--- src/rbpm_pkg.sv ---
`timescale 1ns / 1ps
// ----------------------------------------------------------------------------
// Replica block partition map package
// Widths, defaults and register codes shared by the partition map files.
// ----------------------------------------------------------------------------
package rbpm_pkg;

    localparam int MAX_REPS_DEFAULT = 256;
    localparam int DIV_W            = 24;
    localparam int CFG_IDX_W        = 3;
    localparam int CFG_DATA_W       = 16;

    typedef enum logic [CFG_IDX_W-1:0] {
        CFG_BALANCE_MODE  = 3'd0,
        CFG_SOURCE_COUNT  = 3'd1,
        CFG_DEST_COUNT    = 3'd2,
        CFG_START_OFFSET  = 3'd3,
        CFG_RANK_STRIDE   = 3'd4,
        CFG_RANKS_PER_NODE = 3'd5,
        CFG_DOMAINS_PER_REP = 3'd6,
        CFG_INJECTION_DOMS = 3'd7
    } cfg_idx_t;

    typedef enum logic [1:0] {
        MODE_UNIFORM = 2'd0,
        MODE_NODE    = 2'd1,
        MODE_STRIDED = 2'd2,
        MODE_SPARE   = 2'd3
    } mode_t;

    typedef struct packed {
        logic               start;
        logic [DIV_W-1:0]   dividend;
        logic [DIV_W-1:0]   divisor;
    } div_req_t;

    typedef struct packed {
        logic               done;
        logic [DIV_W-1:0]   quo;
        logic [DIV_W-1:0]   rem;
    } div_rsp_t;

endpackage

--- src/rbpm_if.sv ---
`timescale 1ns / 1ps
// ----------------------------------------------------------------------------
// Replica block partition map channels
// Valid/ready channels for configuration writes, queries and results.
// ----------------------------------------------------------------------------
interface rbpm_cfg_if;
    logic                               valid;
    logic                               ready;
    logic [rbpm_pkg::CFG_IDX_W-1:0]     index;
    logic [rbpm_pkg::CFG_DATA_W-1:0]    data;
    modport source (output valid, output index, output data, input ready);
    modport sink (input valid, input index, input data, output ready);
endinterface

interface rbpm_query_if;
    logic       valid;
    logic       ready;
    logic       op;
    logic [7:0] rep_index;
    modport source (output valid, output op, output rep_index, input ready);
    modport sink (input valid, input op, input rep_index, output ready);
endinterface

interface rbpm_result_if;
    logic       valid;
    logic       ready;
    logic [8:0] range_start;
    logic [8:0] range_end;
    logic [7:0] source_rep;
    logic [8:0] dest_node_count;
    modport source (output valid, output range_start, output range_end,
                    output source_rep, output dest_node_count, input ready);
    modport sink (input valid, input range_start, input range_end,
                  input source_rep, input dest_node_count, output ready);
endinterface

--- src/rbpm_div.sv ---
`timescale 1ns / 1ps
// ----------------------------------------------------------------------------
// Replica block partition map divider
// Restoring divider producing one quotient bit per cycle.
// ----------------------------------------------------------------------------
module rbpm_div (
    input  logic                clk,
    input  logic                rst_n,
    input  rbpm_pkg::div_req_t  req,
    output rbpm_pkg::div_rsp_t  rsp
);

    localparam int W  = rbpm_pkg::DIV_W;
    localparam int CW = $clog2(W + 1);

    logic [W:0]    rem_reg, rem_next;
    logic [W-1:0]  quo_reg, quo_next;
    logic [W-1:0]  dvs_reg, dvs_next;
    logic [CW-1:0] cnt_reg, cnt_next;
    logic          busy_reg, busy_next;
    logic          done_reg, done_next;
    logic [W:0]    shifted;
    logic          ge;

    assign shifted = {rem_reg[W-1:0], quo_reg[W-1]};
    assign ge      = shifted >= {1'b0, dvs_reg};

    always_comb
    begin
        rem_next  = rem_reg;
        quo_next  = quo_reg;
        dvs_next  = dvs_reg;
        cnt_next  = cnt_reg;
        busy_next = busy_reg;
        done_next = 1'b0;
        if (req.start)
        begin
            rem_next  = '0;
            quo_next  = req.dividend;
            dvs_next  = req.divisor;
            cnt_next  = CW'(W);
            busy_next = 1'b1;
        end
        else if (busy_reg)
        begin
            rem_next = ge ? (shifted - {1'b0, dvs_reg}) : shifted;
            quo_next = {quo_reg[W-2:0], ge};
            cnt_next = cnt_reg - CW'(1);
            if (cnt_reg == CW'(1))
            begin
                busy_next = 1'b0;
                done_next = 1'b1;
            end
        end
    end

    always_ff @(posedge clk or negedge rst_n)
    begin
        if (!rst_n)
        begin
            busy_reg <= 1'b0;
            done_reg <= 1'b0;
            cnt_reg  <= '0;
        end
        else
        begin
            busy_reg <= busy_next;
            done_reg <= done_next;
            cnt_reg  <= cnt_next;
        end
    end

    always_ff @(posedge clk)
    begin
        rem_reg <= rem_next;
        quo_reg <= quo_next;
        dvs_reg <= dvs_next;
    end

    assign rsp.done = done_reg;
    assign rsp.quo  = quo_reg;
    assign rsp.rem  = rem_reg[W-1:0];

endmodule

--- src/replica_block_partition_map.sv ---
`timescale 1ns / 1ps
// Each query runs a series of divisions on the shared divider; a forward query in the
// node and strided modes may add a node scan over the destination replicas. A new query
// is accepted in the cycle after the previous result is loaded into the output register,
// so queries do not overlap. Reset is asynchronous and active low; it restores the
// register defaults and empties the result register.
// ----------------------------------------------------------------------------
// Replica block partition map
// Sequencer around one shared divider and multiplier that maps replica indices.
// ----------------------------------------------------------------------------
module replica_block_partition_map #(
    parameter int MAX_REPS = rbpm_pkg::MAX_REPS_DEFAULT
) (
    input  logic                 clk,
    input  logic                 rst_n,
    rbpm_cfg_if.sink             cfg,
    rbpm_query_if.sink           query,
    rbpm_result_if.source        result
);

    localparam int W = rbpm_pkg::DIV_W;
    localparam logic [12:0] MAX_R = 13'(MAX_REPS);

    typedef enum logic [17:0] {
        S_IDLE  = 18'h00001,
        S_DN0   = 18'h00002,
        S_DSTEP = 18'h00004,
        S_MLAST = 18'h00008,
        S_DLAST = 18'h00010,
        S_MIDX  = 18'h00020,
        S_DIDX  = 18'h00040,
        S_DISP  = 18'h00080,
        S_DPER  = 18'h00100,
        S_MA    = 18'h00200,
        S_MB    = 18'h00400,
        S_DQ    = 18'h00800,
        S_DNINJ = 18'h01000,
        S_MTGT  = 18'h02000,
        S_DQ1   = 18'h04000,
        S_DQ2   = 18'h08000,
        S_SCAN  = 18'h10000,
        S_OUT   = 18'h20000
    } state_t;

    typedef enum logic [7:0] {
        P_FWD_UNI_GT = 8'h01,
        P_FWD_UNI_LT = 8'h02,
        P_FWD_NODE   = 8'h04,
        P_FWD_STR    = 8'h08,
        P_REV_UNI_GT = 8'h10,
        P_REV_UNI_LT = 8'h20,
        P_REV_NODE   = 8'h40,
        P_REV_STR    = 8'h80
    } path_t;

    logic [1:0]  mode_reg;
    logic [8:0]  sc_reg, dc_reg, rpn_reg, dpr_reg, inj_reg;
    logic [15:0] so_reg;
    logic [12:0] stride_reg;

    state_t      state_reg, state_next;
    path_t       path_reg, path_next;
    logic        issued_reg, issued_next;
    logic        op_reg, op_next;
    logic [7:0]  idx_reg, idx_next;
    logic [W-1:0] node0_reg, node0_next, qs_reg, qs_next, nn_reg, nn_next;
    logic [W-1:0] o_reg, o_next, per_reg, per_next, x_reg, x_next, qt_reg, qt_next;
    logic [W-1:0] off_reg, off_next;
    logic [8:0]  rem0_reg, rem0_next, rs_reg, rs_next, extra_reg, extra_next;
    logic [8:0]  ninj_reg, ninj_next, s_reg, s_next, e_reg, e_next, r_reg, r_next;
    logic [8:0]  srem_reg, srem_next;
    logic [7:0]  src_reg, src_next;
    logic [31:0] prod_reg, prod_next, thr_reg, thr_next, lo_reg, lo_next, hi_reg, hi_next;
    logic        found_reg, found_next;
    logic [8:0]  o_start_reg, o_end_reg, o_dnc_reg;
    logic [7:0]  o_src_reg;

    logic [8:0]  sc_e, dc_e, rpn_e, dpr_e, ninj_e;
    logic [8:0]  mul_a;
    logic [W-1:0] mul_b;
    logic [32:0] mul_full;
    logic [31:0] prod;
    logic        div_state;
    rbpm_pkg::div_req_t dreq;
    rbpm_pkg::div_rsp_t drsp;
    logic        lt_b, lt_q, hit, ov, load_out;
    logic [31:0] mb_first;
    logic [W-1:0] qd;
    logic [9:0]  s2;
    logic [8:0]  dnc;

    function automatic logic [8:0] eff_cnt(input logic [8:0] v, input logic [12:0] mx);
        logic [8:0] r;
        if (v == 9'd0)
            r = 9'd1;
        else if ({4'b0, v} > mx)
            r = mx[8:0];
        else
            r = v;
        return r;
    endfunction

    assign sc_e   = eff_cnt(sc_reg, MAX_R);
    assign dc_e   = eff_cnt(dc_reg, MAX_R);
    assign rpn_e  = (rpn_reg == 9'd0) ? 9'd1 : rpn_reg;
    assign dpr_e  = (dpr_reg == 9'd0) ? 9'd1 : dpr_reg;
    assign ninj_e = (ninj_reg == 9'd0) ? 9'd1 : ninj_reg;

    assign cfg.ready   = 1'b1;
    assign query.ready = (state_reg == S_IDLE);

    always_ff @(posedge clk or negedge rst_n)
    begin
        if (!rst_n)
        begin
            mode_reg   <= 2'd0;
            sc_reg     <= 9'd1;
            dc_reg     <= 9'd1;
            so_reg     <= 16'd0;
            stride_reg <= 13'd1;
            rpn_reg    <= 9'd8;
            dpr_reg    <= 9'd1;
            inj_reg    <= 9'd0;
        end
        else if (cfg.valid)
        begin
            unique case (rbpm_pkg::cfg_idx_t'(cfg.index))
                rbpm_pkg::CFG_BALANCE_MODE:    mode_reg   <= cfg.data[1:0];
                rbpm_pkg::CFG_SOURCE_COUNT:    sc_reg     <= cfg.data[8:0];
                rbpm_pkg::CFG_DEST_COUNT:      dc_reg     <= cfg.data[8:0];
                rbpm_pkg::CFG_START_OFFSET:    so_reg     <= cfg.data;
                rbpm_pkg::CFG_RANK_STRIDE:     stride_reg <= cfg.data[12:0];
                rbpm_pkg::CFG_RANKS_PER_NODE:  rpn_reg    <= cfg.data[8:0];
                rbpm_pkg::CFG_DOMAINS_PER_REP: dpr_reg    <= cfg.data[8:0];
                rbpm_pkg::CFG_INJECTION_DOMS:  inj_reg    <= cfg.data[8:0];
                default: ;
            endcase
        end
    end

    assign lt_b = x_reg < {15'b0, extra_reg};
    assign lt_q = {8'b0, x_reg} < thr_reg;

    always_comb
    begin
        mul_a = 9'd0;
        mul_b = '0;
        unique case (state_reg)
            S_MLAST:
            begin
                mul_a = dc_e - 9'd1;
                mul_b = W'(stride_reg);
            end
            S_MIDX:
            begin
                mul_a = {1'b0, idx_reg};
                mul_b = W'(stride_reg);
            end
            S_MA:
            begin
                mul_a = extra_reg;
                mul_b = per_reg + W'(1);
            end
            S_MB:
            begin
                mul_a = lt_b ? x_reg[8:0] : (x_reg[8:0] - extra_reg);
                mul_b = lt_b ? (per_reg + W'(1)) : per_reg;
            end
            S_MTGT:
            begin
                mul_a = {1'b0, idx_reg};
                mul_b = W'(dpr_e);
            end
            default: ;
        endcase
    end

    assign mul_full = {24'b0, mul_a} * {9'b0, mul_b};
    assign prod     = mul_full[31:0];
    assign mb_first = lt_b ? prod : (thr_reg + prod);

    assign div_state = (state_reg == S_DN0) || (state_reg == S_DSTEP) ||
                       (state_reg == S_DLAST) || (state_reg == S_DIDX) ||
                       (state_reg == S_DPER) || (state_reg == S_DQ) ||
                       (state_reg == S_DNINJ) || (state_reg == S_DQ1) ||
                       (state_reg == S_DQ2);

    always_comb
    begin
        dreq.start    = div_state && !issued_reg;
        dreq.dividend = '0;
        dreq.divisor  = W'(1);
        unique case (state_reg)
            S_DN0:
            begin
                dreq.dividend = W'(so_reg);
                dreq.divisor  = W'(rpn_e);
            end
            S_DSTEP:
            begin
                dreq.dividend = W'(stride_reg);
                dreq.divisor  = W'(rpn_e);
            end
            S_DLAST, S_DIDX:
            begin
                dreq.dividend = W'(so_reg) + prod_reg[W-1:0];
                dreq.divisor  = W'(rpn_e);
            end
            S_DPER:
            begin
                if (path_reg == P_FWD_UNI_GT || path_reg == P_REV_UNI_GT)
                begin
                    dreq.dividend = W'(sc_e);
                    dreq.divisor  = W'(dc_e);
                end
                else if (path_reg == P_FWD_UNI_LT || path_reg == P_REV_UNI_LT)
                begin
                    dreq.dividend = W'(dc_e);
                    dreq.divisor  = W'(sc_e);
                end
                else
                begin
                    dreq.dividend = nn_reg;
                    dreq.divisor  = W'(sc_e);
                end
            end
            S_DQ:
            begin
                dreq.dividend = lt_q ? x_reg : (x_reg - thr_reg[W-1:0]);
                dreq.divisor  = lt_q ? (per_reg + W'(1)) : per_reg;
            end
            S_DNINJ:
            begin
                dreq.dividend = W'(inj_reg);
                dreq.divisor  = W'(dpr_e);
            end
            S_DQ1:
            begin
                dreq.dividend = o_reg;
                dreq.divisor  = W'(dpr_e);
            end
            S_DQ2:
            begin
                dreq.dividend = qt_reg;
                dreq.divisor  = W'(ninj_e);
            end
            default: ;
        endcase
    end

    rbpm_div u_div (
        .clk   (clk),
        .rst_n (rst_n),
        .req   (dreq),
        .rsp   (drsp)
    );

    assign qd  = lt_q ? drsp.quo : (W'(extra_reg) + drsp.quo);
    assign hit = ({8'b0, off_reg} >= lo_reg) && ({8'b0, off_reg} <= hi_reg);
    assign s2  = {1'b0, srem_reg} + {1'b0, rs_reg};
    assign ov  = s2 >= {1'b0, rpn_e};
    assign dnc = (nn_reg >= W'(511)) ? 9'd511 : nn_reg[8:0];
    assign load_out = (state_reg == S_OUT) && (!result.valid || result.ready);

    always_comb
    begin
        state_next  = state_reg;
        path_next   = path_reg;
        issued_next = issued_reg;
        op_next     = op_reg;
        idx_next    = idx_reg;
        node0_next  = node0_reg;
        qs_next     = qs_reg;
        nn_next     = nn_reg;
        o_next      = o_reg;
        per_next    = per_reg;
        x_next      = x_reg;
        qt_next     = qt_reg;
        off_next    = off_reg;
        rem0_next   = rem0_reg;
        rs_next     = rs_reg;
        extra_next  = extra_reg;
        ninj_next   = ninj_reg;
        s_next      = s_reg;
        e_next      = e_reg;
        r_next      = r_reg;
        srem_next   = srem_reg;
        src_next    = src_reg;
        prod_next   = prod_reg;
        thr_next    = thr_reg;
        lo_next     = lo_reg;
        hi_next     = hi_reg;
        found_next  = found_reg;

        if (dreq.start)
            issued_next = 1'b1;
        if (div_state && drsp.done)
            issued_next = 1'b0;

        unique case (state_reg)
            S_IDLE:
            begin
                if (query.valid)
                begin
                    op_next    = query.op;
                    idx_next   = query.rep_index;
                    s_next     = 9'd0;
                    e_next     = 9'd0;
                    src_next   = 8'd0;
                    state_next = S_DN0;
                end
            end
            S_DN0:
            begin
                if (issued_reg && drsp.done)
                begin
                    node0_next = drsp.quo;
                    rem0_next  = drsp.rem[8:0];
                    state_next = S_DSTEP;
                end
            end
            S_DSTEP:
            begin
                if (issued_reg && drsp.done)
                begin
                    qs_next    = drsp.quo;
                    rs_next    = drsp.rem[8:0];
                    state_next = S_MLAST;
                end
            end
            S_MLAST:
            begin
                prod_next  = prod;
                state_next = S_DLAST;
            end
            S_DLAST:
            begin
                if (issued_reg && drsp.done)
                begin
                    nn_next    = drsp.quo - node0_reg + W'(1);
                    state_next = S_MIDX;
                end
            end
            S_MIDX:
            begin
                prod_next  = prod;
                state_next = S_DIDX;
            end
            S_DIDX:
            begin
                if (issued_reg && drsp.done)
                begin
                    o_next     = drsp.quo - node0_reg;
                    state_next = S_DISP;
                end
            end
            S_DISP:
            begin
                x_next = W'(idx_reg);
                if (!op_reg)
                begin
                    if (mode_reg == rbpm_pkg::MODE_STRIDED)
                    begin
                        path_next  = P_FWD_STR;
                        state_next = S_DNINJ;
                    end
                    else if (mode_reg == rbpm_pkg::MODE_NODE)
                    begin
                        path_next = P_FWD_NODE;
                        if (W'(sc_e) >= nn_reg)
                        begin
                            lo_next    = 32'(idx_reg);
                            hi_next    = 32'(idx_reg);
                            state_next = (W'(idx_reg) >= nn_reg) ? S_OUT : S_SCAN;
                        end
                        else
                            state_next = S_DPER;
                    end
                    else if ({1'b0, idx_reg} >= sc_e)
                        state_next = S_OUT;
                    else if (sc_e == dc_e)
                    begin
                        s_next     = {1'b0, idx_reg};
                        e_next     = {1'b0, idx_reg} + 9'd1;
                        state_next = S_OUT;
                    end
                    else
                    begin
                        path_next  = (sc_e > dc_e) ? P_FWD_UNI_GT : P_FWD_UNI_LT;
                        state_next = S_DPER;
                    end
                end
                else
                begin
                    if ({1'b0, idx_reg} >= dc_e)
                        state_next = S_OUT;
                    else if (mode_reg == rbpm_pkg::MODE_STRIDED && inj_reg != 9'd0)
                    begin
                        path_next  = P_REV_STR;
                        state_next = S_DNINJ;
                    end
                    else if (mode_reg == rbpm_pkg::MODE_NODE ||
                             mode_reg == rbpm_pkg::MODE_STRIDED)
                    begin
                        path_next = P_REV_NODE;
                        x_next    = o_reg;
                        if (W'(sc_e) >= nn_reg)
                        begin
                            src_next   = o_reg[7:0];
                            state_next = S_OUT;
                        end
                        else
                            state_next = S_DPER;
                    end
                    else if (sc_e == dc_e)
                    begin
                        src_next   = idx_reg;
                        state_next = S_OUT;
                    end
                    else
                    begin
                        path_next  = (sc_e > dc_e) ? P_REV_UNI_GT : P_REV_UNI_LT;
                        state_next = S_DPER;
                    end
                end
            end
            S_DPER:
            begin
                if (issued_reg && drsp.done)
                begin
                    per_next   = drsp.quo;
                    extra_next = drsp.rem[8:0];
                    state_next = S_MA;
                end
            end
            S_MA:
            begin
                thr_next = prod;
                if (path_reg == P_FWD_UNI_LT || path_reg == P_FWD_NODE ||
                    path_reg == P_REV_UNI_GT)
                    state_next = S_MB;
                else
                    state_next = S_DQ;
            end
            S_MB:
            begin
                if (path_reg == P_FWD_UNI_LT)
                begin
                    s_next     = mb_first[8:0];
                    e_next     = mb_first[8:0] + per_reg[8:0] + {8'b0, lt_b};
                    state_next = S_OUT;
                end
                else if (path_reg == P_FWD_NODE)
                begin
                    lo_next    = mb_first;
                    hi_next    = mb_first + 32'(per_reg) - {31'b0, !lt_b};
                    state_next = S_SCAN;
                end
                else
                begin
                    src_next   = mb_first[7:0];
                    state_next = S_OUT;
                end
            end
            S_DQ:
            begin
                if (issued_reg && drsp.done)
                begin
                    if (path_reg == P_FWD_UNI_GT)
                    begin
                        if (drsp.rem == '0 && qd < W'(dc_e))
                        begin
                            s_next = qd[8:0];
                            e_next = qd[8:0] + 9'd1;
                        end
                    end
                    else
                        src_next = qd[7:0];
                    state_next = S_OUT;
                end
            end
            S_DNINJ:
            begin
                if (issued_reg && drsp.done)
                begin
                    ninj_next  = drsp.quo[8:0];
                    state_next = (path_reg == P_FWD_STR) ? S_MTGT : S_DQ1;
                end
            end
            S_MTGT:
            begin
                lo_next    = prod;
                hi_next    = prod;
                state_next = (ninj_reg == 9'd0 || {1'b0, idx_reg} >= ninj_reg) ?
                             S_OUT : S_SCAN;
            end
            S_DQ1:
            begin
                if (issued_reg && drsp.done)
                begin
                    qt_next    = drsp.quo;
                    state_next = S_DQ2;
                end
            end
            S_DQ2:
            begin
                if (issued_reg && drsp.done)
                begin
                    src_next   = drsp.rem[7:0];
                    state_next = S_OUT;
                end
            end
            S_SCAN:
            begin
                if (hit)
                begin
                    if (!found_reg)
                        s_next = r_reg;
                    found_next = 1'b1;
                    e_next     = r_reg + 9'd1;
                end
                if (path_reg == P_FWD_STR)
                    e_next = (found_reg || hit) ? dc_e : 9'd0;
                srem_next = ov ? (s2[8:0] - rpn_e) : s2[8:0];
                off_next  = off_reg + qs_reg + W'(ov);
                r_next    = r_reg + 9'd1;
                if (r_reg == dc_e - 9'd1)
                    state_next = S_OUT;
            end
            S_OUT:
            begin
                if (load_out)
                    state_next = S_IDLE;
            end
            default:
                state_next = S_IDLE;
        endcase

        if (state_next == S_SCAN && state_reg != S_SCAN)
        begin
            r_next     = 9'd0;
            off_next   = '0;
            srem_next  = rem0_reg;
            found_next = 1'b0;
            s_next     = 9'd0;
            e_next     = 9'd0;
        end
    end

    always_ff @(posedge clk or negedge rst_n)
    begin
        if (!rst_n)
        begin
            state_reg    <= S_IDLE;
            path_reg     <= P_FWD_UNI_GT;
            issued_reg   <= 1'b0;
            result.valid <= 1'b0;
        end
        else
        begin
            state_reg  <= state_next;
            path_reg   <= path_next;
            issued_reg <= issued_next;
            if (load_out)
                result.valid <= 1'b1;
            else if (result.ready)
                result.valid <= 1'b0;
        end
    end

    always_ff @(posedge clk)
    begin
        op_reg    <= op_next;
        idx_reg   <= idx_next;
        node0_reg <= node0_next;
        qs_reg    <= qs_next;
        nn_reg    <= nn_next;
        o_reg     <= o_next;
        per_reg   <= per_next;
        x_reg     <= x_next;
        qt_reg    <= qt_next;
        off_reg   <= off_next;
        rem0_reg  <= rem0_next;
        rs_reg    <= rs_next;
        extra_reg <= extra_next;
        ninj_reg  <= ninj_next;
        s_reg     <= s_next;
        e_reg     <= e_next;
        r_reg     <= r_next;
        srem_reg  <= srem_next;
        src_reg   <= src_next;
        prod_reg  <= prod_next;
        thr_reg   <= thr_next;
        lo_reg    <= lo_next;
        hi_reg    <= hi_next;
        found_reg <= found_next;
        if (load_out)
        begin
            o_start_reg <= s_reg;
            o_end_reg   <= e_reg;
            o_src_reg   <= src_reg;
            o_dnc_reg   <= dnc;
        end
    end

    assign result.range_start     = o_start_reg;
    assign result.range_end       = o_end_reg;
    assign result.source_rep      = o_src_reg;
    assign result.dest_node_count = o_dnc_reg;

endmodule

--- src/flat_wrapper.sv ---
// flat-port wrapper written by rule: the top's interface ports become plain ports
module replica_block_partition_map_flat 
#(
    parameter int MAX_REPS = rbpm_pkg::MAX_REPS_DEFAULT
)
  (clk, rst_n, cfg_valid, cfg_index, cfg_data, cfg_ready, query_valid, query_op, query_rep_index, query_ready, result_valid, result_range_start, result_range_end, result_source_rep, result_dest_node_count, result_ready);
  rbpm_cfg_if cfg_i ();
  rbpm_query_if query_i ();
  rbpm_result_if result_i ();
  input  logic clk;
  input  logic rst_n;
  input wire logic [$bits(cfg_i.valid)-1:0] cfg_valid;
  input wire logic [$bits(cfg_i.index)-1:0] cfg_index;
  input wire logic [$bits(cfg_i.data)-1:0] cfg_data;
  output wire logic [$bits(cfg_i.ready)-1:0] cfg_ready;
  input wire logic [$bits(query_i.valid)-1:0] query_valid;
  input wire logic [$bits(query_i.op)-1:0] query_op;
  input wire logic [$bits(query_i.rep_index)-1:0] query_rep_index;
  output wire logic [$bits(query_i.ready)-1:0] query_ready;
  output wire logic [$bits(result_i.valid)-1:0] result_valid;
  output wire logic [$bits(result_i.range_start)-1:0] result_range_start;
  output wire logic [$bits(result_i.range_end)-1:0] result_range_end;
  output wire logic [$bits(result_i.source_rep)-1:0] result_source_rep;
  output wire logic [$bits(result_i.dest_node_count)-1:0] result_dest_node_count;
  input wire logic [$bits(result_i.ready)-1:0] result_ready;
  assign cfg_i.valid = cfg_valid;
  assign cfg_i.index = cfg_index;
  assign cfg_i.data = cfg_data;
  assign cfg_ready = cfg_i.ready;
  assign query_i.valid = query_valid;
  assign query_i.op = query_op;
  assign query_i.rep_index = query_rep_index;
  assign query_ready = query_i.ready;
  assign result_valid = result_i.valid;
  assign result_range_start = result_i.range_start;
  assign result_range_end = result_i.range_end;
  assign result_source_rep = result_i.source_rep;
  assign result_dest_node_count = result_i.dest_node_count;
  assign result_i.ready = result_ready;
  replica_block_partition_map #(.MAX_REPS(MAX_REPS)) u_core (.clk(clk), .rst_n(rst_n), .cfg(cfg_i), .query(query_i), .result(result_i));
endmodule
--- config.mk ---
export PLATFORM = sky130hd
export DESIGN_NAME = replica_block_partition_map_flat
export DESIGN_NICKNAME = d
export VERILOG_FILES = /design/src/rbpm_pkg.sv /design/src/rbpm_if.sv /design/src/rbpm_div.sv /design/src/replica_block_partition_map.sv /design/src/flat_wrapper.sv
export SDC_FILE = /design/constraint.sdc
export NUM_CORES = 2
export LEC_CHECK = 0
export BUFFER_PORTS_ARGS = -buffer_cell sky130_fd_sc_hd__buf_2
export CAP_MARGIN = 30
export CORE_AREA = 4 4 301 303
export DETAILED_ROUTE_END_ITERATION = 6
export DIE_AREA = 0 0 305 307
export GPL_ROUTABILITY_DRIVEN = 0
export PLACE_DENSITY = 0.77
export SLEW_MARGIN = 20
export SYNTH_ARGS = -nofsm -noshare
export SYNTH_HDL_FRONTEND = slang
export SYNTH_SLANG_ARGS = --single-unit
export TNS_END_PERCENT = 1
--- constraint.sdc ---
create_clock -name clk -period 32.1 [get_ports clk]
set_input_delay 6.42 -clock clk [delete_from_list [all_inputs] [get_ports clk]]
set_output_delay 6.42 -clock clk [all_outputs]
set_load 0.01 [all_outputs]
==> results.txt <==
status -> complete, but fails checks
failing checks -> DRC
grt total ovfl -> 0
Seq/Total Area, Yosys -> 0.3613
Rel. slew slack -> 0.07099
Residual DRC -> 40
Worst Setup Start Kind -> register
routed vias/inst -> 6.468
max_cap viols -> 0
Post-Syn Area -> 0.04792 sq mm
clock skew -> 0.02698 ns
largest area contributor in the netlist -> edfxtp_1
first-pass GRT wire length -> 234.5 mm
Initial Util -> 0.5447
Vias -> 41030
Pleak -> 22.64 nW
setup tns final -> 0 ns
CP most frequent cell -> inv_1
CTS resizes -> 0
global-route usage over all layers -> 0.3245
H-tree depth -> 3
Final Critical Period -> 14.03 ns
largest net degree at the start of global routing -> 78
Yosys top cell area share -> 0.2714
Syn Inst Count -> 5053
internal power -> 1.867 mW
IO Pins -> 71
nets -> 5723
Syn Area/Cell -> 9.483 sq um
final hold viol count -> 0
share of flip-flops with an asynchronous set or reset -> 0.1790
Core ar. -> 0.08797 sq mm
CP startpoint -> u_core.x_reg[0]
DR WL/cell -> 24.61 microns
power share of the sequential group -> 0.392
Die ar. -> 0.09364 sq mm
Synth-to-Final Area Change -> 9.364%
CP delay by family, top -> compound AO/OA/AOI/OAI gates
Top FF cell, synth -> edfxtp_1
Die Y -> 307 microns
setup repair bufs after CTS -> 0
worst endpoint required time -> 32.47 ns
RSZ-0062 raised after global routing -> false
max-slew violation count -> 0
worst-case clock buffer depth -> 3
Tcrit/Tclk final -> 0.4370
DRT antenna net count -> 0
Syn. warnings -> 0
Worst Tran Pin Value -> 1.394 ns
FF+latch count, synth -> 620
Distinct cells, synth -> 99
Final Instance Area -> 0.05240 sq mm
HP Class -> reg -> reg
Reg clk slew, reported paths -> 0.07 ns
final core utilization -> 0.5957
most frequent cells in the layout -> inv_1, nand2_1, edfxtp_1
power per standard cell area -> 56.23 mW/mm^2
clock root buffer -> clkbuf_16
final wirelength -> 156.1 mm
reg-to-reg startpoint -> u_core.x_reg[0]
Fmax -> 71.29 MHz
# fillers -> 7256
placed cell areas -> 0.04990 sq mm
Detailed Route Iter0 Violations -> 5611
CTS Sinks -> 620
placed cell count -> 6199
cts hold-fix bufs -> 0
Worst EP arrival -> 14.40 ns
IO buf count -> 69
initial antenna violation count -> 7
Finished Layout Cells -> 6343
Crit path buffers/inverters -> 10
CP Max Fanout -> 46
Switching Power -> 1.080 mW
hold_ws -> 0.4230 ns
Die Width -> 305 microns
Setup crit end kind -> register
CTS tree -> yes
worst setup path class -> reg -> reg
PnR worst setup slack -> 18.07 ns
number of enable flip-flop cells after synthesis -> 433
sw frac -> 0.3665
combinational power share -> 0.321
Detailed Routing Iterations Pass 1 -> 7
final setup vio count -> 0
HP Start -> u_core.src_reg[0]
vias in the first global route -> 39030
Slowest-stage cell, CP -> a221oi_1
clk_lat worst skew -> 0.64 ns
Net Count, Synth -> 5659
peak supply drop -> 0.04179 mV
pre-CTS setup slack -> 18.53 ns
Crit path largest cell delay -> 0.81 ns
ranking of synthesized cells by area -> edfxtp_1, ha_1, fa_1, dfrtp_1, inv_1
commonest non-fill, non-tap cell in the layout -> inv_1
Tot Pwr -> 2.947 mW
row count -> 109
TritonCTS Buffers -> 71
clock power share -> 0.287
share of layout cells above drive strength 1 -> 0.09007
DP HPWL -> 116.6 mm
final timing paths:
check                           depth (start not counted)  slack [ns]                          end
worst min register to register                          0        0.42  u_core.result.source_rep[0]
worst max register to register                         53       18.07            u_core.hi_reg[31]
max in group asynchronous                               3       24.74            u_core.so_reg[14]
worst max-delay path                                   53       18.07            u_core.hi_reg[31]
min in group asynchronous                               1        5.74           u_core.mode_reg[0]
worst min-delay path                                    0        0.42  u_core.result.source_rep[0]
layer usage:
layer | up-vias | track usage | part of all wire | wire length [microns]
met4 | 4 | 0.2425 | 0.094 | 14690
met1 | 19390 | 0.4042 | 0.37 | 57280
met2 | 2659 | 0.4820 | 0.42 | 65750
met5 | - | 0 | 0.00031 | 49
met3 | 755 | 0.09174 | 0.12 | 18350
li1 | 18220 | - | - | -
final cells by class:
cell class	instances	area (sq um)	share of cell area
Timing Repair Buffer	161	1087	0.02075
Clock buffer	83	1903	0.03632
Sequential cell	620	17310	0.3303
Multi-Input combinational cell	3710	28070	0.5357
Tap cell	1165	1458	0.02782
Clock inverter	47	486.7	0.009288
Antenna cell	4	10.01	0.0001910
Inverter	553	2076	0.03961
cells in the mapped netlist, drive strengths merged, types with 14 or more instances:
library cell / instances
nand3: 86
or3: 28
buf: 24
o21bai: 38
o21ai: 279
nor3: 85
mux2i: 66
nand2: 483
o31ai: 21
a22oi: 28
and3: 43
o22ai: 35
o21a: 49
nand3b: 20
ha: 405
or2: 24
a222oi: 37
xnor2: 204
dfrtp: 104
edfxtp: 433
fa: 168
a31oi: 32
a211oi: 64
inv: 552
clkbuf: 146
nor2b: 56
o211ai: 41
a21oi: 275
nor2: 372
nand4: 47
a21o: 141
xor2: 71
dfxtp: 76
o221ai: 14
nand2b: 66
nor4: 52
mux2: 99
and2: 49
or4: 14
a221oi: 23
power by group through the flow:
stage / clock, mW / combinational [mW] / sequential, mW
floorplan: 0 / 0.659 / 1.08
global placement: 0 / 0.880 / 1.15
detailed placement: 0 / 0.904 / 1.16
CTS: 0.850 / 0.915 / 1.14
global route: 0.886 / 1.03 / 1.16
finish: 0.844 / 0.947 / 1.16
worst reg2reg max path: cells and delay by family, from the launching register on:
kind                       cells  cell delay [ns]
xor gates and xnor gates       5             0.95
muxes                          1             0.11
and+or+nand+nor                6             1.27
DFF                            1             0.41
buffers and inverters         10             1.51
AOI/OAI and AO/OA             21             5.68
adders and majority gates     10             3.85
cells by family (layout without fill, tap and decap cells):
kind of cell / count (synthesis) / in the layout / share of synthesized area
adder cells (fa/ha/maj): 573 / 573 / 0.1759
buffers and inverters: 723 / 844 / 0.05726
AND/OR/NAND/NOR: 1469 / 1469 / 0.1467
other: 1 / 5 / 0.00007826
flip-flops: 620 / 620 / 0.3613
AO/OA/AOI/OAI: 1226 / 1226 / 0.1708
XOR/XNOR: 276 / 276 / 0.05089
multiplexers: 165 / 165 / 0.03705
No activity file was read; power rests on OpenSTA's default activity.
